## config.mk

```make
export PLATFORM = sky130hd
export DESIGN_NAME = smart_card_atr_parser
export DESIGN_NICKNAME = d
export VERILOG_FILES = /design/src/hw/rtl/atr_pkg.sv /design/src/hw/rtl/smart_card_atr_parser.sv
export SDC_FILE = /design/constraint.sdc
export NUM_CORES = 1
export LEC_CHECK = 0
export BUFFER_PORTS_ARGS = -buffer_cell sky130_fd_sc_hd__buf_2
export CAP_MARGIN = 10
export CORE_UTILIZATION = 35
export DETAILED_ROUTE_END_ITERATION = 16
export PLACE_DENSITY = 0.57
export SETUP_SLACK_MARGIN = 0.05
export SLEW_MARGIN = 20
export SYNTH_ARGS = -nofsm -noshare
export SYNTH_HDL_FRONTEND = slang
export SYNTH_SLANG_ARGS = --single-unit
```

## constraint.sdc

```tcl
create_clock -name clk_i -period 6.97 [get_ports clk_i]
set_clock_uncertainty 0.15 [all_clocks]
set_input_delay 0.3485 -clock clk_i [delete_from_list [all_inputs] [get_ports clk_i]]
set_output_delay 0.3485 -clock clk_i [all_outputs]
set_load 0.05 [all_outputs]
```

## src/hw/rtl/atr_pkg.sv

```systemverilog
// ----------------------------------------------------------------------------
// atr_pkg: shared types for the smart card ATR parser
// Byte kinds, convention and status codes, and the transfer payload structs.
// ----------------------------------------------------------------------------
`default_nettype none

package atr_pkg;

  // classification of one ATR byte
  typedef enum logic [3:0] {
    KIND_TS    = 4'd0,
    KIND_T0    = 4'd1,
    KIND_TA    = 4'd2,
    KIND_TB    = 4'd3,
    KIND_TC    = 4'd4,
    KIND_TD    = 4'd5,
    KIND_HIST  = 4'd6,
    KIND_TCK   = 4'd7,
    KIND_EXTRA = 4'd8
  } byte_kind_e;

  // coding convention from TS
  typedef enum logic [1:0] {
    CONV_DIRECT  = 2'd0,
    CONV_INVERSE = 2'd1,
    CONV_UNKNOWN = 2'd2
  } conv_e;

  // status reported with each result
  typedef enum logic [2:0] {
    STAT_BUSY      = 3'd0,
    STAT_TOO_SHORT = 3'd1,
    STAT_NO_TCK    = 3'd2,
    STAT_TCK_GOOD  = 3'd3,
    STAT_TCK_BAD   = 3'd4
  } status_e;

  // parser phase, one-hot
  typedef enum logic [5:0] {
    PH_TS   = 6'b000001,
    PH_T0   = 6'b000010,
    PH_IF   = 6'b000100,
    PH_HIST = 6'b001000,
    PH_TCK  = 6'b010000,
    PH_XTRA = 6'b100000
  } phase_e;

  localparam logic [7:0] TS_DIRECT   = 8'h3B;
  localparam logic [7:0] TS_INVERSE  = 8'h3F;
  localparam logic [7:0] ASCII_FIRST = 8'd32;
  localparam logic [7:0] ASCII_LAST  = 8'd126;
  localparam logic [7:0] ASCII_DOT   = 8'd46;
  localparam logic [4:0] LEVEL_MAX   = 5'd31;

  // input transfer payload
  typedef struct packed {
    logic [7:0] atr_byte;
    logic       last_byte;
  } atr_in_t;

  // output transfer payload
  typedef struct packed {
    logic [3:0] byte_kind;
    logic [4:0] iface_level;
    logic [3:0] protocol_type;
    logic [3:0] next_mask;
    logic [3:0] hist_count;
    logic [7:0] ascii_char;
    logic [1:0] convention;
    logic [2:0] final_status;
    logic       end_flag;
  } atr_out_t;

endpackage

`default_nettype wire

```

## src/hw/rtl/smart_card_atr_parser.sv

```systemverilog
// ----------------------------------------------------------------------------
// smart_card_atr_parser: ISO 7816-3 answer-to-reset byte classifier
// Classifies each ATR byte, tracks the interface chain and historical bytes,
// and checks TCK against the XOR of T0 through TCK on the last byte.
// ----------------------------------------------------------------------------
// path: a byte taken into the input register has its result loaded into the
//   result register, which drives out_valid_o, once out_stall_i lets it load
// throughput: one byte per cycle unless out_stall_i stalls; the parser state
//   update is one pass of logic between the input and result registers
// reset: rst_ni clears the valid bits and returns the parser to expect TS;
//   the last byte of an ATR also returns the parser to that state
`default_nettype none

module smart_card_atr_parser #(
  parameter int MAX_ATR_BYTES = 32
) (
  input  wire logic            clk_i,
  input  wire logic            rst_ni,
  input  wire logic            in_valid_i,
  output logic                 in_stall_o,
  input  wire atr_pkg::atr_in_t  in_data_i,
  output logic                 out_valid_o,
  input  wire logic            out_stall_i,
  output atr_pkg::atr_out_t    out_data_o
);

  localparam int CntW = $clog2(MAX_ATR_BYTES + 1);
  localparam logic [CntW-1:0] CntMax = CntW'(MAX_ATR_BYTES);
  localparam logic [CntW-1:0] CntMin = CntW'(2);

  // input register
  logic             in1_valid_q;
  atr_pkg::atr_in_t in1_data_q;

  // result register
  logic              out_valid_q;
  atr_pkg::atr_out_t out_data_q, out_data_d;

  // parser state
  atr_pkg::phase_e phase_q, phase_d;
  logic [3:0]      pmask_q, pmask_d;
  logic [4:0]      level_q, level_d;
  logic [3:0]      hist_left_q, hist_left_d;
  logic [3:0]      hist_total_q, hist_total_d;
  logic [7:0]      xor_q, xor_d;
  logic [CntW-1:0] count_q, count_d;
  atr_pkg::conv_e  conv_q, conv_d;
  logic            tck_seen_q, tck_seen_d;

  logic s2_ready, s1_fire, in_fire;

  // handshake
  assign s2_ready    = !out_valid_q || !out_stall_i;
  assign s1_fire     = in1_valid_q && s2_ready;
  assign in_stall_o  = in1_valid_q && !s2_ready;
  assign in_fire     = in_valid_i && !in_stall_o;
  assign out_valid_o = out_valid_q;
  assign out_data_o  = out_data_q;

  // classify the held byte and update the parser state
  always_comb begin
    logic [7:0]         b;
    logic [3:0]         hi_nib;
    logic [3:0]         lo_nib;
    atr_pkg::byte_kind_e kind;
    atr_pkg::phase_e    after_if;
    atr_pkg::status_e   status;
    b        = in1_data_q.atr_byte;
    hi_nib   = b[7:4];
    lo_nib   = b[3:0];
    kind     = atr_pkg::KIND_EXTRA;
    after_if = (hist_left_q != 4'd0) ? atr_pkg::PH_HIST : atr_pkg::PH_TCK;
    status   = atr_pkg::STAT_BUSY;

    phase_d      = phase_q;
    pmask_d      = pmask_q;
    level_d      = level_q;
    hist_left_d  = hist_left_q;
    hist_total_d = hist_total_q;
    xor_d        = xor_q;
    count_d      = count_q;
    conv_d       = conv_q;
    tck_seen_d   = tck_seen_q;

    out_data_d               = '0;
    out_data_d.end_flag      = in1_data_q.last_byte;

    if (count_q < CntMax) begin
      count_d = count_q + CntW'(1);
      case (phase_q)
        atr_pkg::PH_TS: begin
          kind = atr_pkg::KIND_TS;
          if (b == atr_pkg::TS_DIRECT) begin
            conv_d = atr_pkg::CONV_DIRECT;
          end else if (b == atr_pkg::TS_INVERSE) begin
            conv_d = atr_pkg::CONV_INVERSE;
          end else begin
            conv_d = atr_pkg::CONV_UNKNOWN;
          end
          phase_d = atr_pkg::PH_T0;
        end
        atr_pkg::PH_T0: begin
          kind                  = atr_pkg::KIND_T0;
          xor_d                 = b;
          out_data_d.next_mask  = hi_nib;
          out_data_d.hist_count = lo_nib;
          hist_total_d          = lo_nib;
          hist_left_d           = lo_nib;
          pmask_d               = hi_nib;
          level_d               = 5'd1;
          if (hi_nib != 4'd0) begin
            phase_d = atr_pkg::PH_IF;
          end else if (lo_nib != 4'd0) begin
            phase_d = atr_pkg::PH_HIST;
          end else begin
            phase_d = atr_pkg::PH_TCK;
          end
        end
        atr_pkg::PH_IF: begin
          xor_d                  = xor_q ^ b;
          out_data_d.iface_level = level_q;
          if (pmask_q[0]) begin
            kind    = atr_pkg::KIND_TA;
            pmask_d = {pmask_q[3:1], 1'b0};
          end else if (pmask_q[1]) begin
            kind    = atr_pkg::KIND_TB;
            pmask_d = {pmask_q[3:2], 2'b00};
          end else if (pmask_q[2]) begin
            kind    = atr_pkg::KIND_TC;
            pmask_d = {pmask_q[3], 3'b000};
          end else begin
            kind                     = atr_pkg::KIND_TD;
            out_data_d.protocol_type = lo_nib;
            out_data_d.next_mask     = hi_nib;
            pmask_d                  = hi_nib;
            if (level_q < atr_pkg::LEVEL_MAX) begin
              level_d = level_q + 5'd1;
            end
          end
          if (pmask_d == 4'd0) begin
            phase_d = after_if;
          end
        end
        atr_pkg::PH_HIST: begin
          kind                  = atr_pkg::KIND_HIST;
          xor_d                 = xor_q ^ b;
          out_data_d.hist_count = hist_total_q;
          if (b >= atr_pkg::ASCII_FIRST && b <= atr_pkg::ASCII_LAST) begin
            out_data_d.ascii_char = b;
          end else begin
            out_data_d.ascii_char = atr_pkg::ASCII_DOT;
          end
          if (hist_left_q != 4'd0) begin
            hist_left_d = hist_left_q - 4'd1;
          end
          if (hist_left_d == 4'd0) begin
            phase_d = atr_pkg::PH_TCK;
          end
        end
        atr_pkg::PH_TCK: begin
          kind       = atr_pkg::KIND_TCK;
          xor_d      = xor_q ^ b;
          tck_seen_d = 1'b1;
          phase_d    = atr_pkg::PH_XTRA;
        end
        default: begin
          kind = atr_pkg::KIND_EXTRA;
        end
      endcase
    end

    // final status on the last byte
    if (in1_data_q.last_byte) begin
      if (count_d < CntMin) begin
        status = atr_pkg::STAT_TOO_SHORT;
      end else if (!tck_seen_d) begin
        status = atr_pkg::STAT_NO_TCK;
      end else if (xor_d == 8'd0) begin
        status = atr_pkg::STAT_TCK_GOOD;
      end else begin
        status = atr_pkg::STAT_TCK_BAD;
      end
    end

    out_data_d.byte_kind    = kind;
    out_data_d.convention   = conv_d;
    out_data_d.final_status = status;
  end

  // input register
  always_ff @(posedge clk_i or negedge rst_ni) begin
    if (!rst_ni) begin
      in1_valid_q <= 1'b0;
    end else if (!in_stall_o) begin
      in1_valid_q <= in_valid_i;
    end
  end

  always_ff @(posedge clk_i) begin
    if (in_fire) begin
      in1_data_q <= in_data_i;
    end
  end

  // result register
  always_ff @(posedge clk_i or negedge rst_ni) begin
    if (!rst_ni) begin
      out_valid_q <= 1'b0;
    end else if (s2_ready) begin
      out_valid_q <= in1_valid_q;
    end
  end

  always_ff @(posedge clk_i) begin
    if (s1_fire) begin
      out_data_q <= out_data_d;
    end
  end

  // parser state, back to reset values after the last byte
  always_ff @(posedge clk_i or negedge rst_ni) begin
    if (!rst_ni) begin
      phase_q      <= atr_pkg::PH_TS;
      pmask_q      <= '0;
      level_q      <= '0;
      hist_left_q  <= '0;
      hist_total_q <= '0;
      xor_q        <= '0;
      count_q      <= '0;
      conv_q       <= atr_pkg::CONV_UNKNOWN;
      tck_seen_q   <= 1'b0;
    end else if (s1_fire) begin
      if (in1_data_q.last_byte) begin
        phase_q      <= atr_pkg::PH_TS;
        pmask_q      <= '0;
        level_q      <= '0;
        hist_left_q  <= '0;
        hist_total_q <= '0;
        xor_q        <= '0;
        count_q      <= '0;
        conv_q       <= atr_pkg::CONV_UNKNOWN;
        tck_seen_q   <= 1'b0;
      end else begin
        phase_q      <= phase_d;
        pmask_q      <= pmask_d;
        level_q      <= level_d;
        hist_left_q  <= hist_left_d;
        hist_total_q <= hist_total_d;
        xor_q        <= xor_d;
        count_q      <= count_d;
        conv_q       <= conv_d;
        tck_seen_q   <= tck_seen_d;
      end
    end
  end

  // checks
  a_status_on_end: assert property (@(posedge clk_i) disable iff (!rst_ni)
    out_valid_o |-> ((out_data_o.final_status != atr_pkg::STAT_BUSY) == out_data_o.end_flag))
    else $error("final status does not match end flag");

  a_restart_after_last: assert property (@(posedge clk_i) disable iff (!rst_ni)
    (s1_fire && in1_data_q.last_byte) |=> (phase_q == atr_pkg::PH_TS && count_q == '0))
    else $error("parser not back at TS after last byte");

  a_count_bound: assert property (@(posedge clk_i) disable iff (!rst_ni)
    count_q <= CntMax)
    else $error("byte count beyond limit");

  a_proto_only_td: assert property (@(posedge clk_i) disable iff (!rst_ni)
    (out_valid_o && out_data_o.byte_kind != atr_pkg::KIND_TD) |->
      out_data_o.protocol_type == 4'd0)
    else $error("protocol type on a non-TD byte");

  a_stall_needs_item: assert property (@(posedge clk_i) disable iff (!rst_ni)
    in_stall_o |-> (in1_valid_q && out_valid_q))
    else $error("input stalled with room downstream");

endmodule

`default_nettype wire

```

# --- Word level (Yosys, flattened, before mapping) ---
# Index checks and enable logic that the tools add are counted.
word_totals:
  register_bits: 86
  latch_bits: 0
  ramBits: 0
  romBits: 0
  input_bits: 13
  n_memories: 0
classes:
  n_addsub: 3
  mul: 0
  div_mod_pow: 0
  n_lt_le_gt_ge: 5
  n_eq_ne: 13
  n_shift: 0
  mux: 58
  bitwise: 5
  n_reduce_logical: 32
ops:
  columns: ["operator", "count"]
  rows:
  - ["$mux W4", 18]
  - ["$mux W6", 8]
  - ["$mux W5", 8]
  - ["$pmux W4 S2", 4]
  - ["$pmux W6 S5", 1]
  - ["$pmux W4 S5", 1]
  - ["$ne A3 B3 Y1 const B", 6]
  - ["$eq A8 B6 Y1 const B", 2]
  - ["$mux W8", 2]
  - ["$pmux W8 S2", 1]
  - ["$mux W2", 6]
  - ["$reduce_and A3 Y1", 4]
  - ["$reduce_bool A4 Y1", 3]
  - ["$pmux W5 S2", 1]
  - ["$mux W3", 3]
  - ["$ge A8 B6 Y1 const B", 1]
  - ["$le A8 B7 Y1 const B", 1]
  - ["$logic_not A4 Y1", 2]
  - ["$logic_not A8 Y1", 1]
  - ["$xor A8 B8 Y8", 1]
  - ["$reduce_and A7 Y1", 1]
  - ["$add A6 B1 Y6 const B", 1]
  - ["$eq A6 B1 Y1 const B", 1]
  - ["$eq A6 B2 Y1 const B", 1]
  - ["other kinds (21)", 38]

# --- Longest topological paths before layout ---
logic_depth:
  depth_word: 10
  ltp_mapped: 9
  ltp_nobuf: 9

# --- Worst setup path after synthesis ---
# No wires, ideal clock.
synth_timing:
  path_kind: "register to register"
  startpoint: "register phase_q[2]"
  endpoint: "register out_data_q, in the netlist out_data_o[3], data pin"
  setup_ns: 0.255
  arrival_time_ns: 1.905
  required_ns: 6.565
  slack_ns: 4.660
  stages_incl_launch_ff: 10
  synth_period_minus_slack_ns: 2.310
  path_cell_list: "dfrtp_1 buf_6 o21ai_1 o211ai_2 or2_0 buf_6 o221a_2 nor4_2 nand2_1 nor3b_1"
synth_via:
  elab_chain_cells: 6
  word_cells_on_any_way: 13
  cone_classes: "4 x eq/ne; 5 x mux; 1 x bitwise; 3 x reduce/logical"
synth_rtl:
  columns: ["element", "line_no", "rtl"]
  rows:
  - ["start, declared", "smart_card_atr_parser.sv:40", "atr_pkg::phase_e phase_q, phase_d;"]
  - ["start signal, assigned", "smart_card_atr_parser.sv:223", "phase_q <= atr_pkg::PH_TS;"]
  - ["start signal, assigned", "smart_card_atr_parser.sv:234", "phase_q <= atr_pkg::PH_TS;"]
  - ["start signal, assigned", "smart_card_atr_parser.sv:244", "phase_q <= phase_d;"]
  - ["$eq A6 B4 Y1 (tied with other cells)", "smart_card_atr_parser.sv:90", "case (phase_q)"]
  - ["$reduce_or A3 Y1 (no source line)", null, null]
  - ["$pmux W8 S2", "smart_card_atr_parser.sv:90", null]
  - ["$mux W8", "smart_card_atr_parser.sv:88", "if (count_q < CntMax) begin"]
  - ["$logic_not A8 Y1", "smart_card_atr_parser.sv:178", "end else if (xor_d == 8'd0) begin"]
  - ["$mux W3", "smart_card_atr_parser.sv:178", null]
  - ["end signal, assigned", "smart_card_atr_parser.sv:216", "out_data_q <= out_data_d;"]
  - ["end, declared", "smart_card_atr_parser.sv:37", "atr_pkg::atr_out_t out_data_q, out_data_d;"]
# Several ways; a longest one is shown, not always the timed one.
# A chain may end at the register's enable or synchronous reset.

# --- Worst setup path in the final report ---
layout_timing:
  startpoint: "register phase_q[1]"
  endpoint: "register hist_left_q[2]"
layout_via:
  elab_chain_cells: 4
  word_cells_on_any_way: 7
  cone_classes: "2 x eq/ne; 3 x mux; 2 x reduce/logical"
layout_rtl:
  columns: ["element", "line_no", "rtl"]
  rows:
  - ["$eq A6 B4 Y1 or $eq A6 B2 Y1 (tied branches)", "smart_card_atr_parser.sv:90", null]
  - ["$pmux W4 S2", "smart_card_atr_parser.sv:90", null]
  - ["$mux W4", "smart_card_atr_parser.sv:88", null]
  - ["$mux W4", "smart_card_atr_parser.sv:233", "if (in1_data_q.last_byte) begin"]
  - ["end signal, assigned", "smart_card_atr_parser.sv:247", "hist_left_q <= hist_left_d;"]
  - ["end, declared", "smart_card_atr_parser.sv:43", "logic [3:0] hist_left_q, hist_left_d;"]
# Several ways; a longest one is shown, not always the timed one. The select of a mux whose other input is x is not followed.

==> summary.md <==
| Metric | Value |
|---|---|
| Largest net degree at the start of global routing | 43 |
| Commonest non-fill, non-tap cell in the layout | buf_2 |
| CP endpoint kind | register |
| Die area | 12800 µm² |
| Flops & latches, synth | 86 |
| Die height | 113 µm |
| Power, Total | 1.74 mW |
| Synth Area in XOR/XNOR | 0.0159 |
| Final worst-path cycle share | 0.392 |
| Layout cells sized above 1 | 0.220 |
| Ant diodes | 0 |
| Post-DP HPWL | 6.46 mm |
| Synthesized net count | 411 |
| Number of fill cells | 1142 |
| Syn_area_per_cell | 10.9 µm² |
| YS warnings | 0 |
| Max-slew headroom | 0.459 |
| Clock tree buffer depth | 2 |
| Die width | 113 µm |
| Worst Path Buf+Inv | 0 |
| Total power per unit cell area | 351 nW/µm² |
| Setup TNS | 0 ns |
| Hold WS | 0.0272 ns |
| RePlAce Congestion | 0.792 |
| Drt total wl | 9.78 mm |
| Core ar. | 12000 µm² |
| Root Driver | clkbuf_16 |
| Post-synthesis sequential area ratio | 0.550 |
| Setup-failing EPs final | 0 |
| Placed Cells | 570 |
| P&R area growth vs syn | 14.9% |
| Pre-CTS setup slack | 4.23 ns |
| Final instance area | 4960 µm² |
| IO buf count | 49 |
| Count of cell types in the netlist | 61 |
| ANT nets after route | 0 |
| Synth Area in Compound Gates | 0.194 |
| RSZ-0062 raised after global routing | false |
| Post-Syn Area | 4320 µm² |
| Most frequent cells in the layout | buf_2 (48), edfxtp_1 (44), dfrtp_1 (40) |
| Setup bufs post-CTS | 0 |
| Critical path's top delay family | simple AND/OR/NAND/NOR gates |
| Clock sinks | 86 |
| Post-synthesis mux area share | 0.0116 |
| Adder-cell share of the synthesized area | 0.00870 |
| Vias per cell | 5.48 |
| CTS tree | built |
| HP Class | input port to register |
| Ys flop type | edfxtp_1 |
| Clock latency at the later pin of the worst-skew pair | 0.34 ns |
| Status | finished, final reports clean |
| First-pass GRT wire length | 16.0 mm |
| CP Launch Type | register |
| Finished Layout Cells | 587 |
| Slowest CP cell | nand3b_1 |
| Setup CP Type | register to register |
| CP max FO | 14 |
| DR pass1 iterations | 5 |
| Remaining global-route overflow | 0 |
| Area post-placement | 4650 µm² |
| Required @ worst endpoint | 7.06 ns |
| Setup slack after layout | 4.24 ns |
| Leak | 2.04 nW |
| WL per Instance | 16.7 µm |
| Clk slew on worst S/H paths | 0.06 ns |
| Largest family of logic cells by synthesized area | compound AO/OA/AOI/OAI gates |
| Final Net Count | 451 |
| Simple-Gate Fraction of Synth Area | 0.179 |
| H-Tree Depth | 3 |
| CP arrival | 2.82 ns |
| Fmax | 366 MHz |
| Slew Limit Fails | 0 |
| Fin util | 0.413 |
| Asr flop ratio synth | 0.488 |
| Final hold viol count | 0 |
| # IOs | 50 |
| Via Count | 3215 |
| Initial Util | 0.359 |
| Max_cap viols | 0 |
| Number of synthesized flops with an enable pin | 44 |
| Max VDD drop | 155 µV |
| Cts bufs inserted | 9 |
| Crit-path cells | nor4_1 > nand3b_1 > a21oi_1 > o21ai_1 > o41ai_1 |
| Slowest stage delay, CP | 0.57 ns |
| Vias in the first global route | 3108 |
| Worst-margin pin slew | 0.805 ns |
| Initial antenna violation count | 0 |
| Post-route minimum period | 2.73 ns |
| FP Rows | 40 |
| Cells after synthesis | 395 |
| First-iteration detailed-routing DRC count | 177 |
| Total track usage | 0.165 |
| Drt drc | 0 |
[sequential cells by signal (all words and copies together), names as in the netlist, 5 cells and up]
| register | flops |
|---|---|
| count_q | 6 |
| in1_data_q | 9 |
| level_q | 5 |
| out_data_o | 35 |
| phase_q | 6 |
| xor_q | 8 |
[power by group]
group | switching (mW) | internal, mW
clock network | 0.200 | 0.279
logic | 0.340 | 0.198
registers | 0.0885 | 0.633
total | 0.629 | 1.11
[routing by layer]
| metal | GRT usage | up-vias | routed length [µm] |
|---|---|---|---|
| li1 | - | 1544 | - |
| met1 | 0.217 | 1556 | 4560 |
| met2 | 0.257 | 96 | 4480 |
| met3 | 0.0445 | 19 | 505 |
| met4 | 0.0702 | 0 | 231 |
| met5 | 0 | - | 0 |
[logic make-up after synthesis]
family	Yosys count
muxes	5
buffers and inverters	36
xor gates and xnor gates	7
and+or+nand+nor	141
DFF	86
other	1
AOI/OAI and AO/OA	116
adders and majority gates	3
[cell usage after synthesis (10+ instances only)]
| cell | count | area, µm² |
|---|---|---|
| inv_1 | 10 | 37.5 |
| nand3_1 | 10 | 50.1 |
| nand2_1 | 35 | 131 |
| and2_1 | 13 | 81.3 |
| nor2_1 | 36 | 135 |
| edfxtp_1 | 44 | 1320 |
| nor3_1 | 11 | 55.1 |
| dfrtp_1 | 40 | 1000 |
| a22o_1 | 15 | 131 |
| a21oi_1 | 23 | 115 |
| o21ai_0 | 15 | 75.1 |
| clkbuf_1 | 18 | 67.6 |
[repair_timing]
action | CTS | global route
setup endpoints to repair | 0 | 0
resized for setup | 0 | 0
hold endpoints to repair | 0 | 40
hold buffers | 0 | 1
[final cells by class]
class / count / area (µm²) / area share
sequential: 86 / 2370 / 0.479
clock inverter: 7 / 71.3 / 0.0144
tap: 147 / 184 / 0.0371
timing repair buffer: 55 / 295 / 0.0595
clock buffer: 9 / 225 / 0.0454
multi-input combinational: 273 / 1770 / 0.357
inverter: 10 / 37.5 / 0.00757
[worst reg2reg max path, stage by stage, from the launching register on]
cell and delay (ns):
dfrtp_1 0.48, nor4_1 0.47, nand3b_1 0.57, a21oi_1 0.36
o21ai_1 0.21, o41ai_1 0.39
[final timing paths]
kind	to	slack, ns	start	depth (start not counted)
min	in1_data_q[5]$_DFFE_PP_	0.03	in_data_i[5]	1
min in group asynchronous	count_q[2]$_DFFE_PN0P_	0.39	rst_ni	2
max reg2reg	hist_left_q[2]$_DFFE_PN0P_	4.24	phase_q[1]$_DFFE_PN0P_	5
max	hist_left_q[2]$_DFFE_PN0P_	4.24	phase_q[1]$_DFFE_PN0P_	5
min reg2reg	conv_q[1]$_DFFE_PN1P_	0.32	conv_q[1]$_DFFE_PN1P_	2
max in group asynchronous	pmask_q[1]$_DFFE_PN0P_	5.88	rst_ni	2
Note: power is estimated with default switching activity, not from simulation.
